File: src/design/wrs_pkg.sv
// Package: shared constants, codes and the result record for the WAV stream parser.
`timescale 1ns / 1ps
package wrs_pkg;

  localparam int unsigned LenW   = 32;
  localparam int unsigned AlignW = 16;

  localparam logic [31:0] TAG_RIFF = 32'h4646_4952;
  localparam logic [31:0] TAG_WAVE = 32'h4556_4157;
  localparam logic [31:0] TAG_FMT  = 32'h2074_6D66;
  localparam logic [31:0] TAG_DATA = 32'h6174_6164;

  localparam logic [1:0] KIND_SAMPLE = 2'd0;
  localparam logic [1:0] KIND_FMT    = 2'd1;
  localparam logic [1:0] KIND_ERR    = 2'd2;

  localparam logic [2:0] ERR_NOT_RIFF    = 3'd0;
  localparam logic [2:0] ERR_NOT_WAVE    = 3'd1;
  localparam logic [2:0] ERR_NO_FMT      = 3'd2;
  localparam logic [2:0] ERR_PCM_DEPTH   = 3'd3;
  localparam logic [2:0] ERR_FLT_DEPTH   = 3'd4;
  localparam logic [2:0] ERR_BAD_FORMAT  = 3'd5;
  localparam logic [2:0] ERR_MISSING     = 3'd6;
  localparam logic [2:0] ERR_ZERO_ALIGN  = 3'd7;

  localparam logic [15:0] FMT_PCM   = 16'd1;
  localparam logic [15:0] FMT_FLOAT = 16'd3;

  typedef struct packed {
    logic [1:0]  kind;
    logic [31:0] sample_word;
    logic        is_float;
    logic [15:0] channel_index;
    logic        last_sample;
    logic [31:0] sample_rate;
    logic [15:0] channel_count;
    logic [15:0] bits_per_sample;
    logic [31:0] frame_count;
    logic [2:0]  error_code;
  } res_t;

endpackage

File: src/design/wrs_div.sv
// Restoring divider, one quotient bit per cycle.
`timescale 1ns / 1ps
module wrs_div #(
  parameter int unsigned NW = wrs_pkg::LenW,
  parameter int unsigned DW = wrs_pkg::AlignW
) (
  input  logic          clk,
  input  logic          rst,
  input  logic          start,
  input  logic [NW-1:0] dividend,
  input  logic [DW-1:0] divisor,
  output logic          busy,
  output logic          done,
  output logic [NW-1:0] quotient
);
  localparam int unsigned CW = $clog2(NW + 1);

  logic [DW:0]   rem;
  logic [NW-1:0] quo;
  logic [DW-1:0] dvs;
  logic [CW-1:0] cnt;
  logic [DW:0]   shifted;
  logic          fits;

  assign shifted  = {rem[DW-1:0], quo[NW-1]};
  assign fits     = shifted >= {1'b0, dvs};
  assign busy     = cnt != '0;
  assign quotient = quo;

  always_ff @(posedge clk) begin
    if (rst) begin
      cnt  <= '0;
      done <= 1'b0;
    end else begin
      done <= 1'b0;
      if (start) begin
        cnt <= CW'(NW);
      end else if (busy) begin
        cnt <= cnt - 1'b1;
        if (cnt == CW'(1)) done <= 1'b1;
      end
    end
  end

  always_ff @(posedge clk) begin
    if (start) begin
      rem <= '0;
      quo <= dividend;
      dvs <= divisor;
    end else if (busy) begin
      rem <= fits ? shifted - {1'b0, dvs} : shifted;
      quo <= {quo[NW-2:0], fits};
    end
  end
endmodule

File: src/design/wav_riff_stream_parser_top.sv
// Top level: WAV/RIFF byte stream parser with format info and sample output.
`timescale 1ns / 1ps
//
//  channel | signals                                   | moves
//  --------+-------------------------------------------+-------------------------
//  in      | in_valid, in_stall, data_byte, last_byte  | one file byte per request
//  out     | out_valid, out_stall, kind .. error_code  | sample, format info, error
//
// One byte per cycle through the header, chunk walk and sample data while in_stall is low.
// At the data chunk header the frame count (data length / block align) comes from
// the restoring divider (32 steps, then its done strobe) plus a multiply step,
// so in_stall holds through PH_DIV and PH_MUL and the format info is loaded in PH_MUL.
// Reset (rst, synchronous) returns to "expect RIFF tag"; last_byte does the same.
// in_stall is high while dividing and multiplying and while a result is held by out_stall.
module wav_riff_stream_parser_top (
  input  logic        clk,
  input  logic        rst,
  input  logic        in_valid,
  output logic        in_stall,
  input  logic [7:0]  data_byte,
  input  logic        last_byte,
  output logic        out_valid,
  input  logic        out_stall,
  output logic [1:0]  kind,
  output logic [31:0] sample_word,
  output logic        is_float,
  output logic [15:0] channel_index,
  output logic        last_sample,
  output logic [31:0] sample_rate,
  output logic [15:0] channel_count,
  output logic [15:0] bits_per_sample,
  output logic [31:0] frame_count,
  output logic [2:0]  error_code
);
  localparam logic [3:0] PH_RIFF = 4'd0;
  localparam logic [3:0] PH_SIZE = 4'd1;
  localparam logic [3:0] PH_WAVE = 4'd2;
  localparam logic [3:0] PH_ID   = 4'd3;
  localparam logic [3:0] PH_LEN  = 4'd4;
  localparam logic [3:0] PH_FMT  = 4'd5;
  localparam logic [3:0] PH_SKIP = 4'd6;
  localparam logic [3:0] PH_DATA = 4'd7;
  localparam logic [3:0] PH_HALT = 4'd8;
  localparam logic [3:0] PH_DIV  = 4'd9;
  localparam logic [3:0] PH_MUL  = 4'd10;

  // parser state
  logic [3:0]  phase, phase_next;
  logic [3:0]  cnt, cnt_next;
  logic [31:0] tag, tag_next;
  logic [31:0] clen, clen_next;
  logic [15:0] fcode, fcode_next;
  logic [15:0] chans, chans_next;
  logic [31:0] rate, rate_next;
  logic [15:0] balign, balign_next;
  logic [15:0] depth, depth_next;
  logic        fmt_seen, fmt_seen_next;
  logic [31:0] asm_word, asm_word_next;
  logic [47:0] left, left_next;
  logic [15:0] chidx, chidx_next;
  logic [31:0] frames, frames_next;
  logic        pend_last, pend_last_next;

  // result register
  wrs_pkg::res_t res, res_n;
  logic          res_load;

  logic              div_start;
  logic              div_busy;
  logic              div_done;
  logic [31:0]       div_quo;

  logic        acc;
  logic        do_clear;
  logic [3:0]  cnt_inc;
  logic [31:0] tag_sh;
  logic [31:0] asm_sh;
  logic [2:0]  nbytes;
  logic [47:0] left_dec;
  logic [15:0] ch_inc;
  logic [47:0] product;

  assign in_stall = (phase == PH_DIV) || (phase == PH_MUL) || (out_valid && out_stall);
  assign acc      = in_valid && !in_stall;
  assign cnt_inc  = cnt + 4'd1;
  assign tag_sh   = {data_byte, tag[31:8]};
  assign asm_sh   = {data_byte, asm_word[31:8]};
  assign nbytes   = depth[5:3];
  assign left_dec = left - 48'd1;
  assign ch_inc   = chidx + 16'd1;
  assign product  = {16'd0, frames} * {32'd0, chans};

  wrs_div #(
    .NW(wrs_pkg::LenW),
    .DW(wrs_pkg::AlignW)
  ) u_div (
    .clk     (clk),
    .rst     (rst),
    .start   (div_start),
    .dividend(tag_sh),
    .divisor (balign),
    .busy    (div_busy),
    .done    (div_done),
    .quotient(div_quo)
  );

  always_comb begin
    phase_next     = phase;
    cnt_next       = cnt;
    tag_next       = tag;
    clen_next      = clen;
    fcode_next     = fcode;
    chans_next     = chans;
    rate_next      = rate;
    balign_next    = balign;
    depth_next     = depth;
    fmt_seen_next  = fmt_seen;
    asm_word_next  = asm_word;
    left_next      = left;
    chidx_next     = chidx;
    frames_next    = frames;
    pend_last_next = pend_last;
    res_load       = 1'b0;
    res_n          = '0;
    div_start      = 1'b0;
    do_clear       = 1'b0;

    if (phase == PH_DIV) begin
      if (div_done) begin
        frames_next = div_quo;
        phase_next  = PH_MUL;
      end
    end else if (phase == PH_MUL) begin
      left_next             = product;
      res_load              = 1'b1;
      res_n.kind            = wrs_pkg::KIND_FMT;
      res_n.is_float        = fcode == wrs_pkg::FMT_FLOAT;
      res_n.sample_rate     = rate;
      res_n.channel_count   = chans;
      res_n.bits_per_sample = depth;
      res_n.frame_count     = frames;
      cnt_next              = '0;
      asm_word_next         = '0;
      chidx_next            = '0;
      phase_next            = (product == '0) ? PH_HALT : PH_DATA;
      do_clear              = pend_last;
    end else if (acc) begin
      unique case (phase) inside
        PH_RIFF, PH_SIZE, PH_WAVE, PH_ID, PH_LEN: begin
          tag_next = tag_sh;
          cnt_next = cnt_inc;
          if (cnt == 4'd3) begin
            cnt_next = '0;
            unique case (phase)
              PH_RIFF: begin
                if (tag_sh != wrs_pkg::TAG_RIFF) begin
                  res_load = 1'b1; res_n.kind = wrs_pkg::KIND_ERR;
                  res_n.error_code = wrs_pkg::ERR_NOT_RIFF; phase_next = PH_HALT;
                end else phase_next = PH_SIZE;
              end
              PH_SIZE: phase_next = PH_WAVE;
              PH_WAVE: begin
                if (tag_sh != wrs_pkg::TAG_WAVE) begin
                  res_load = 1'b1; res_n.kind = wrs_pkg::KIND_ERR;
                  res_n.error_code = wrs_pkg::ERR_NOT_WAVE; phase_next = PH_HALT;
                end else phase_next = PH_ID;
              end
              PH_ID: begin
                // chunk id parks in clen until its length is in
                clen_next  = tag_sh;
                phase_next = PH_LEN;
              end
              default: begin
                clen_next = tag_sh;
                if (clen == wrs_pkg::TAG_FMT) begin
                  phase_next = PH_FMT;
                end else if (clen == wrs_pkg::TAG_DATA) begin
                  // data header checks: missing fmt, zero align, then format/depth
                  res_n.kind = wrs_pkg::KIND_ERR;
                  if (!fmt_seen) begin
                    res_load = 1'b1; res_n.error_code = wrs_pkg::ERR_NO_FMT;
                  end else if (balign == '0) begin
                    res_load = 1'b1; res_n.error_code = wrs_pkg::ERR_ZERO_ALIGN;
                  end else if (fcode == wrs_pkg::FMT_PCM) begin
                    if (depth != 16'd16 && depth != 16'd24 && depth != 16'd32) begin
                      res_load = 1'b1; res_n.error_code = wrs_pkg::ERR_PCM_DEPTH;
                    end
                  end else if (fcode == wrs_pkg::FMT_FLOAT) begin
                    if (depth != 16'd32) begin
                      res_load = 1'b1; res_n.error_code = wrs_pkg::ERR_FLT_DEPTH;
                    end
                  end else begin
                    res_load = 1'b1; res_n.error_code = wrs_pkg::ERR_BAD_FORMAT;
                  end
                  if (res_load) begin
                    phase_next = PH_HALT;
                  end else begin
                    res_n          = '0;
                    div_start      = 1'b1;
                    phase_next     = PH_DIV;
                    pend_last_next = last_byte;
                  end
                end else begin
                  phase_next = (tag_sh == '0) ? PH_ID : PH_SKIP;
                end
              end
            endcase
          end
        end
        PH_FMT: begin
          case (cnt) inside
            4'd0: begin
              fcode_next  = {8'd0, data_byte};
              chans_next  = '0;
              rate_next   = '0;
              balign_next = '0;
              depth_next  = '0;
            end
            4'd1:               fcode_next[15:8] = data_byte;
            4'd2, 4'd3:         chans_next[{cnt[0], 3'b000} +: 8] = data_byte;
            [4'd4:4'd7]:        rate_next[{cnt[1:0], 3'b000} +: 8] = data_byte;
            4'd12, 4'd13:       balign_next[{cnt[0], 3'b000} +: 8] = data_byte;
            4'd14, 4'd15:       depth_next[{cnt[0], 3'b000} +: 8] = data_byte;
            default: ;          // byte rate is not kept
          endcase
          cnt_next = cnt_inc;
          if (cnt == 4'd15) begin
            fmt_seen_next = 1'b1;
            clen_next     = (clen > 32'd16) ? clen - 32'd16 : '0;
            phase_next    = (clen > 32'd16) ? PH_SKIP : PH_ID;
          end
        end
        PH_SKIP: begin
          clen_next = clen - 32'd1;
          if (clen == 32'd1) phase_next = PH_ID;
        end
        PH_DATA: begin
          asm_word_next = asm_sh;
          cnt_next      = cnt_inc;
          if (cnt_inc >= {1'b0, nbytes}) begin
            cnt_next             = '0;
            asm_word_next        = '0;
            res_load             = 1'b1;
            res_n.kind           = wrs_pkg::KIND_SAMPLE;
            res_n.sample_word    = (nbytes == 3'd3) ? {asm_sh[31:8], 8'd0} : asm_sh;
            res_n.is_float       = fcode == wrs_pkg::FMT_FLOAT;
            res_n.channel_index  = chidx;
            res_n.last_sample    = left_dec == '0;
            left_next            = left_dec;
            chidx_next           = (ch_inc >= chans) ? '0 : ch_inc;
            if (left_dec == '0) phase_next = PH_HALT;
          end
        end
        default: ;
      endcase

      // end of file: truncation errors, then back to reset state (after the format info if a divide starts)
      if (last_byte) begin
        if (!res_load) begin
          if (phase_next == PH_RIFF) begin
            res_load = 1'b1; res_n.kind = wrs_pkg::KIND_ERR;
            res_n.error_code = wrs_pkg::ERR_NOT_RIFF;
          end else if (phase_next == PH_SIZE || phase_next == PH_WAVE) begin
            res_load = 1'b1; res_n.kind = wrs_pkg::KIND_ERR;
            res_n.error_code = wrs_pkg::ERR_NOT_WAVE;
          end else if (phase_next == PH_ID || phase_next == PH_LEN ||
                       phase_next == PH_FMT || phase_next == PH_SKIP) begin
            res_load = 1'b1; res_n.kind = wrs_pkg::KIND_ERR;
            res_n.error_code = wrs_pkg::ERR_MISSING;
          end
        end
        if (phase_next != PH_DIV) do_clear = 1'b1;
      end
    end

    if (do_clear) begin
      phase_next     = PH_RIFF;
      cnt_next       = '0;
      tag_next       = '0;
      clen_next      = '0;
      fcode_next     = '0;
      chans_next     = '0;
      rate_next      = '0;
      balign_next    = '0;
      depth_next     = '0;
      fmt_seen_next  = 1'b0;
      asm_word_next  = '0;
      left_next      = '0;
      chidx_next     = '0;
      pend_last_next = 1'b0;
    end
  end

  always_ff @(posedge clk) begin
    if (rst) begin
      phase     <= PH_RIFF;
      cnt       <= '0;
      tag       <= '0;
      clen      <= '0;
      fcode     <= '0;
      chans     <= '0;
      rate      <= '0;
      balign    <= '0;
      depth     <= '0;
      fmt_seen  <= 1'b0;
      asm_word  <= '0;
      left      <= '0;
      chidx     <= '0;
      frames    <= '0;
      pend_last <= 1'b0;
      out_valid <= 1'b0;
    end else begin
      phase     <= phase_next;
      cnt       <= cnt_next;
      tag       <= tag_next;
      clen      <= clen_next;
      fcode     <= fcode_next;
      chans     <= chans_next;
      rate      <= rate_next;
      balign    <= balign_next;
      depth     <= depth_next;
      fmt_seen  <= fmt_seen_next;
      asm_word  <= asm_word_next;
      left      <= left_next;
      chidx     <= chidx_next;
      frames    <= frames_next;
      pend_last <= pend_last_next;
      out_valid <= res_load || (out_valid && out_stall);
    end
  end

  always_ff @(posedge clk) begin
    if (res_load) res <= res_n;
  end

  assign kind            = res.kind;
  assign sample_word     = res.sample_word;
  assign is_float        = res.is_float;
  assign channel_index   = res.channel_index;
  assign last_sample     = res.last_sample;
  assign sample_rate     = res.sample_rate;
  assign channel_count   = res.channel_count;
  assign bits_per_sample = res.bits_per_sample;
  assign frame_count     = res.frame_count;
  assign error_code      = res.error_code;

`ifndef SYNTH
  a_div_only_in_div: assert property (@(posedge clk) disable iff (rst)
    div_busy |-> phase == PH_DIV)
    else $error("divider busy outside divide phase");

  a_mul_emits_fmt: assert property (@(posedge clk) disable iff (rst)
    phase == PH_MUL |=> out_valid && kind == wrs_pkg::KIND_FMT)
    else $error("format info not issued after frame count");

  a_no_load_when_held: assert property (@(posedge clk) disable iff (rst)
    out_valid && out_stall |-> !res_load)
    else $error("result overwritten while held");
`endif
endmodule

File: config.mk
export PLATFORM = sky130hd
export DESIGN_NAME = wav_riff_stream_parser_top
export DESIGN_NICKNAME = d
export VERILOG_FILES = /design/src/design/wrs_pkg.sv /design/src/design/wrs_div.sv /design/src/design/wav_riff_stream_parser_top.sv
export SDC_FILE = /design/constraint.sdc
export NUM_CORES = 2
export LEC_CHECK = 0
export CORE_MARGIN = 2
export CORE_UTILIZATION = 60
export CTS_BUF_LIST = sky130_fd_sc_hd__clkbuf_16
export DETAILED_ROUTE_END_ITERATION = 8
export DONT_BUFFER_PORTS = 1
export PLACE_DENSITY = 0.9
export SYNTH_ARGS = -nofsm -noshare
export SYNTH_HDL_FRONTEND = slang
export SYNTH_HIERARCHICAL = 1
export SYNTH_SLANG_ARGS = --single-unit
File: constraint.sdc
create_clock -name clk -period 13.4 [get_ports clk]
set_clock_uncertainty 0.05 [all_clocks]
set_input_delay 2.68 -clock clk [delete_from_list [all_inputs] [get_ports clk]]
set_output_delay 2.68 -clock clk [all_outputs]
set_load 0.005 [all_outputs]
Word level (Yosys, flattened, before mapping) --
Index checks and enable logic that the tools add are counted.
Word-level totals: output and inout bits 153, input port bits 13, flip-flop bits (word level) 521, logic and storage cells 326
Cells by class: reductions and logical operators 60, muxes and demuxes 162, equal/unequal tests 43, multiply operators 1, shift-type cells 4, bitwise operators 7, $add $sub $neg 9, order comparisons 6
Operators with widths (count):
- 151-bit 2-to-1 mux | 10
- 32-bit 2-to-1 mux | 14
- 16-bit 2-to-1 mux | 20
- 48-bit 2-to-1 mux | 4
- 150-bit 2-to-1 mux | 1
- 146-bit 2-to-1 mux | 1
- 52-bit one-hot mux with 2 select lines | 1
- 99-bit 2-to-1 mux | 1
- 48-bit zero test | 2
- 96-bit 2-to-1 mux | 1
- 32-bit one-hot mux with 3 select lines | 1
- 4-bit 2-to-1 mux | 21
- 32-bit by 31-bit != test with 1-bit output, second input constant | 2
- 1-bit 2-to-1 mux | 50
- 50-bit 2-to-1 mux | 1
- 16-bit bitwise mux | 3
- 32-bit by 16-bit multiplier with 48-bit output | 1
- 48-bit by 1-bit subtractor with 48-bit output, second input constant | 1
- 3-bit 2-to-1 mux | 12
- 32-bit bitwise mux | 1
- 32-bit by 1-bit == test with 1-bit output, second input constant | 1
- 32-bit by 30-bit == test with 1-bit output, second input constant | 1
- 32-bit by 31-bit == test with 1-bit output, second input constant | 1
- 32-bit by 5-bit greater-than comparator with 1-bit output, second input constant | 1
- other kinds (62) | 140

Depth between registers and ports, before layout --
depth in word-level cells 37, mapped depth 27, depth with buffers taken out 25

By module --
The synthesis kept the hierarchy.
Modules (own cells, without submodules):
- wav_riff_stream_parser_top | area each 36626.4 µm², instances 1, cells each 4178, sequential area each 10199.8 µm²
- wrs_div | area each 3782.4 µm², instances 1, cells each 344, sequential area each 1901.8 µm²

Least setup slack after synthesis --
Ideal clock, no wire load.
path kind input -> register, start point input data_byte[1], end point register res (netlist bit bits_per_sample[0]), enable pin, setup time 0.752 ns, slack 0.551 ns, required time 12.598 ns, arrival time 12.047 ns, cell stages on the path 10, buffers on the path 1, cells stage by stage clkbuf_1 -> or3_1 -> or2_2 -> a211oi_1 -> o21ai_0 -> a31o_2 -> a21oi_1 -> nand2_1 -> a21o_1 -> a31oi_1
Between the ends: cells in the longest elaborated chain, start to end 22, elaborated cells between the ends (all ways) 41, those cells by class eq/ne (8); mux (27); reduce/logical (6)
Ends and longest elaborated chain:
- from (decl) | line wav_riff_stream_parser_top.sv:20 | input logic [7:0] data_byte,
- 32-bit zero test | line wav_riff_stream_parser_top.sv:204 | phase_next = (tag_sh == '0) ? PH_ID : PH_SKIP;
- 3-bit 2-to-1 mux | line wav_riff_stream_parser_top.sv:204
- 4-bit 2-to-1 mux | line wav_riff_stream_parser_top.sv:177 | end else if (clen == wrs_pkg::TAG_DATA) begin
- 4-bit 2-to-1 mux | line wav_riff_stream_parser_top.sv:175 | if (clen == wrs_pkg::TAG_FMT) begin
- 4-bit one-hot mux with 4 select lines | line wav_riff_stream_parser_top.sv:154 | unique case (phase)
- 4-bit 2-to-1 mux | line wav_riff_stream_parser_top.sv:152 | if (cnt == 4'd3) begin
- 4-bit one-hot mux with 4 select lines | line wav_riff_stream_parser_top.sv:148 | unique case (phase) inside
- 4-bit 2-to-1 mux | line wav_riff_stream_parser_top.sv:147 | end else if (acc) begin
- [7 not listed]
- 1-bit 2-to-1 mux | line wav_riff_stream_parser_top.sv:263 | end else if (phase_next == PH_SIZE || phase_next == PH_WAVE) begin
- 1-bit 2-to-1 mux | line wav_riff_stream_parser_top.sv:260 | if (phase_next == PH_RIFF) begin
- 1-bit 2-to-1 mux | line wav_riff_stream_parser_top.sv:259 | if (!res_load) begin
- 1-bit 2-to-1 mux * | line wav_riff_stream_parser_top.sv:258 | if (last_byte) begin
- 1-bit 2-to-1 mux * | line wav_riff_stream_parser_top.sv:147
- 1-bit 2-to-1 mux * | line wav_riff_stream_parser_top.sv:133 | end else if (phase == PH_MUL) begin
- 1-bit 2-to-1 mux * | line wav_riff_stream_parser_top.sv:128 | if (phase == PH_DIV) begin
- named net res_load | line wav_riff_stream_parser_top.sv:66 | logic res_load;
- to (signal assigned) | line wav_riff_stream_parser_top.sv:333 | if (res_load) res <= res_n;
- to (decl) | line wav_riff_stream_parser_top.sv:65 | wrs_pkg::res_t res, res_n;
The timed path passes the listed nets; every way through them passes the cells marked *. The select of a mux whose other input is x is not followed. A chain may end at the register's enable or synchronous reset.

Worst setup path in the final report --
start point register frames[10], end point register phase[1]
Between the ends: cells in the longest elaborated chain, start to end 5
Ends and longest elaborated chain:
- from (decl) | line wav_riff_stream_parser_top.sv:61 | logic [31:0] frames, frames_next;
- from (signal assigned) | line wav_riff_stream_parser_top.sv:326 | frames <= frames_next;
- 32-bit by 16-bit multiplier with 48-bit output | line wav_riff_stream_parser_top.sv:91 | assign product = {16'd0, frames} * {32'd0, chans};
- 48-bit zero test | line wav_riff_stream_parser_top.sv:145 | phase_next = (product == '0) ? PH_HALT : PH_DATA;
- 4-bit 2-to-1 mux | line wav_riff_stream_parser_top.sv:145
- 4-bit 2-to-1 mux | line wav_riff_stream_parser_top.sv:133
- 4-bit 2-to-1 mux | line wav_riff_stream_parser_top.sv:128
- to (signal assigned) | line wav_riff_stream_parser_top.sv:313 | phase <= phase_next;
- to (decl) | line wav_riff_stream_parser_top.sv:48 | logic [3:0] phase, phase_next;
Every way passes these cells.

==> out/results.ini <==
[global_routing]
overflow=0
grt_pass1_vias=33800
grt_max_degree=249
grt_pass1_wl_um=183000
grt.total_usage_pct=32.9
antenna_found_initial=4

[worst_setup_path]
start_kind=flip-flop
cp_cell_sequence=nand2_1 > fa_1 > fa_1 > fa_1 > inv_1 > fa_1 > fa_1 > inv_1 > fa_1 > inv_1 > ha_1 > a21oi_1 > o21ai_0 > o2111ai_1 > a21boi_0 > or3_1 > a211oi_1 > nand4_1 > or4_1 > nor4_2 > o32ai_1
cp_max_fo=18
endpoint_kind=flip-flop
cp.arrival_ns=8.91
cp_top_family=adder cells
crit_path_top_delay_cell=dfxtp_1
crit-reg2reg-launch=frames[10]
reg2regPathDepth=21
rrSetupSlack_ns=4.83
crit_buf_inv=3
crit_type=reg2reg
cp.required_ns=13.74
critical_path.most_common_cell=fa_1
cp_slowest_stage_delay_ns=1.12
critical_path.reg2reg.endpoint=phase[1]

[hold_path]
hold_end=rate[9]
min_path_cells=2
hold_class=reg2reg
min-delay-start=rate[9]

[sta]
finalHoldViolCount=0
setup_viol=0
setup-tns-final_ns=0
fmaxAchievable_mhz=117
min_period_ns=8.57
drv_slew=0
fin_crit_sh_pct=63.9
maxSlewHeadroom_pct=8.45
tightest_slew_ns=1.35
rsz0062_at_grt=no

[finish]
layout.nets=4948
area_growth_pct=5.26
drive_above_1_share_pct=4.56

[routing]
num_vias=34000
dr_wl_met3_um=14100
first_pass_iters=7
dr.first_iter.drc_count=4525
wl_um=115000
wl_per_cell_um=21.9
drc=0
wl_met2_um=52400
routed.top_layer=met5
antenna_left=0
m1WireLength_um=43200
drt-vias-per-instance=6.45

[power_and_ir_drop]
leakagePower_nw=17.8
p_per_area_mw_per_mm2=90.6
finalPower_mw=3.85
ir_drop_mv=0.0943

[clock_tree]
cts_tree=built
post_cts_buffers=0
insertion_delay_ns=0.58
numClockSinks=505
clockBufferDepth=3
cts.clk_slew.worst_paths_ns=0.07
hold_buffers=0
cts_buffers=47
cts-root-buf=clkbuf_16
cts_resized=0
htree_levels=2

[outcome]
outcome=complete, no violations

[place]
port_buffers=0
place_hpwl_um=80700
gp_congestion=0.969

[logic_synthesis]
syn_area_mm2=0.0404
syn_nets=5125
syn_avg_cell_area_um2=8.94
synth_warnings=6
ys_seq_area_share_pct=29.9
synth_flop_cell=dfxtp_1
synthCells=4522
yosysUniqueCellTypes=89
synth-edff-count=199
synth_seq_cells=505
async_reset_ff_share_pct=0

[die]
initial_core_util_pct=60.4
die_x_um=264
core_mm2=0.0669
row_count=95
pin_count=166
die_height_um=264
die_area_mm2=0.0694

[job]
maxCapViolations=0

-- worst max-delay path by stage --
stage / from / endpoint / slack [ns] / depth (start not counted)
after floorplan: data_byte[1] / bits_per_sample[0] / 0.55 / 10
after global placement: frames[16] / phase[1] / 5.17 / 21
after detailed placement: frames[16] / phase[1] / 4.94 / 21
after CTS: frames[16] / phase[1] / 4.92 / 21
after global routing: chans[5] / phase[1] / 4.62 / 24
final: frames[10] / phase[1] / 4.83 / 21
-- layout by cell type (no fill, tap or decap), types with 12 or more instances in the layout --
| cell | instances |
|---|---|
| a22oi_1 | 85 |
| nand3_1 | 98 |
| nor4_1 | 44 |
| mux2_2 | 33 |
| a311oi_1 | 27 |
| o211ai_1 | 17 |
| nor4b_1 | 12 |
| clkbuf_16 | 48 |
| and2_1 | 272 |
| ha_1 | 171 |
| inv_1 | 530 |
| or4_1 | 12 |
| o21bai_1 | 14 |
| fa_1 | 419 |
| o21ai_0 | 88 |
| nor2b_1 | 21 |
| edfxtp_1 | 199 |
| xor2_1 | 52 |
| a21o_1 | 33 |
| nor3_1 | 89 |
| and3_1 | 95 |
| a21oi_1 | 236 |
| a211oi_1 | 73 |
| xnor2_1 | 71 |
| buf_4 | 44 |
| or3_1 | 26 |
| nand2_1 | 644 |
| dfxtp_1 | 306 |
| nand2b_1 | 18 |
| nand4_1 | 53 |
| nor2_1 | 312 |
-- worst register-to-register path, delay by kind of cell, from the launching register on --
family | cells | cell delay, ns
compound gates | 6 | 1.63
fa+ha+maj | 7 | 3.59
buf+inv | 3 | 0.16
flops | 1 | 1.12
simple gates | 5 | 1.85
-- flip-flops by register name, indices dropped and copies added, names as in the netlist, 24 cells and up --
name            flops
left               48
clen               32
frame_count        32
frames             32
rate               32
sample_rate        32
sample_word        32
u_div/quotient     32
asm_word           24
tag                24
-- final cells by class --
class | count | area, um^2
fill | 5059 | 24400
sequential | 505 | 12100
clock inverter | 40 | 444
antenna | 5 | 12.5
timing repair buffer | 45 | 350
clock buffer | 48 | 1200
multi-input combinational | 3218 | 25400
inverter | 528 | 1980
tap | 873 | 1090
-- stage by stage --
step	setup slack [ns]	utilization [%]	instances	hold slack (ns)	cell area (um^2)
finish	4.83	63.6	5262	0.400	42500
global route	4.62	63.5	5257	0.411	42500
CTS	4.92	63.5	5257	0.399	42500
detailed placement	4.94	61.1	5169	0.390	40900
global placement	5.17	61.1	5168	0.384	40900
floorplan	0.551	-	4522	0.377	40400
-- cell usage after synthesis (all sizes together), types with 16 or more instances --
master | instances | area (um^2)
xnor2 | 71 | 622
mux2 | 33 | 372
a211oi | 74 | 556
buf | 16 | 93.8
inv | 528 | 1980
ha | 171 | 2140
nor2 | 314 | 1180
fa | 419 | 8390
nand2b | 18 | 113
a21o | 33 | 248
a21oi | 236 | 1180
nor4 | 45 | 288
xor2 | 52 | 455
nand2 | 645 | 2420
dfxtp | 306 | 6130
a22oi | 85 | 638
clkbuf | 255 | 957
nor2b | 23 | 144
nand4 | 53 | 332
and2 | 273 | 1710
nor3 | 95 | 498
a311oi | 27 | 236
o211ai | 17 | 128
or3 | 28 | 185
and3 | 96 | 601
o21ai | 90 | 450
edfxtp | 199 | 5980
nand3 | 98 | 490
-- metal layers --
metal | GRT usage (%) | up-vias
li1 | - | 14700
met1 | 44.6 | 16400
met2 | 52.0 | 2389
met3 | 6.33 | 418
met4 | 13.5 | 2
met5 | 0 | -
-- power by group --
| part | leakage (nW) | total (mW) | internal, mW | switching [mW] |
|---|---|---|---|---|
| clock network | 0.816 | 1.45 | 0.818 | 0.630 |
| registers | 4.38 | 1.83 | 1.74 | 0.0885 |
| logic | 12.6 | 0.574 | 0.204 | 0.370 |
-- logic make-up after synthesis --
logic type      synth area share (%)
compound gates                  11.4
mux                             1.07
simple gates                    21.4
fa+ha+maj                       26.1
buf+inv                         7.51
flops                           29.9
xor+xnor                        2.67
Power figures use the tool's default switching activity.
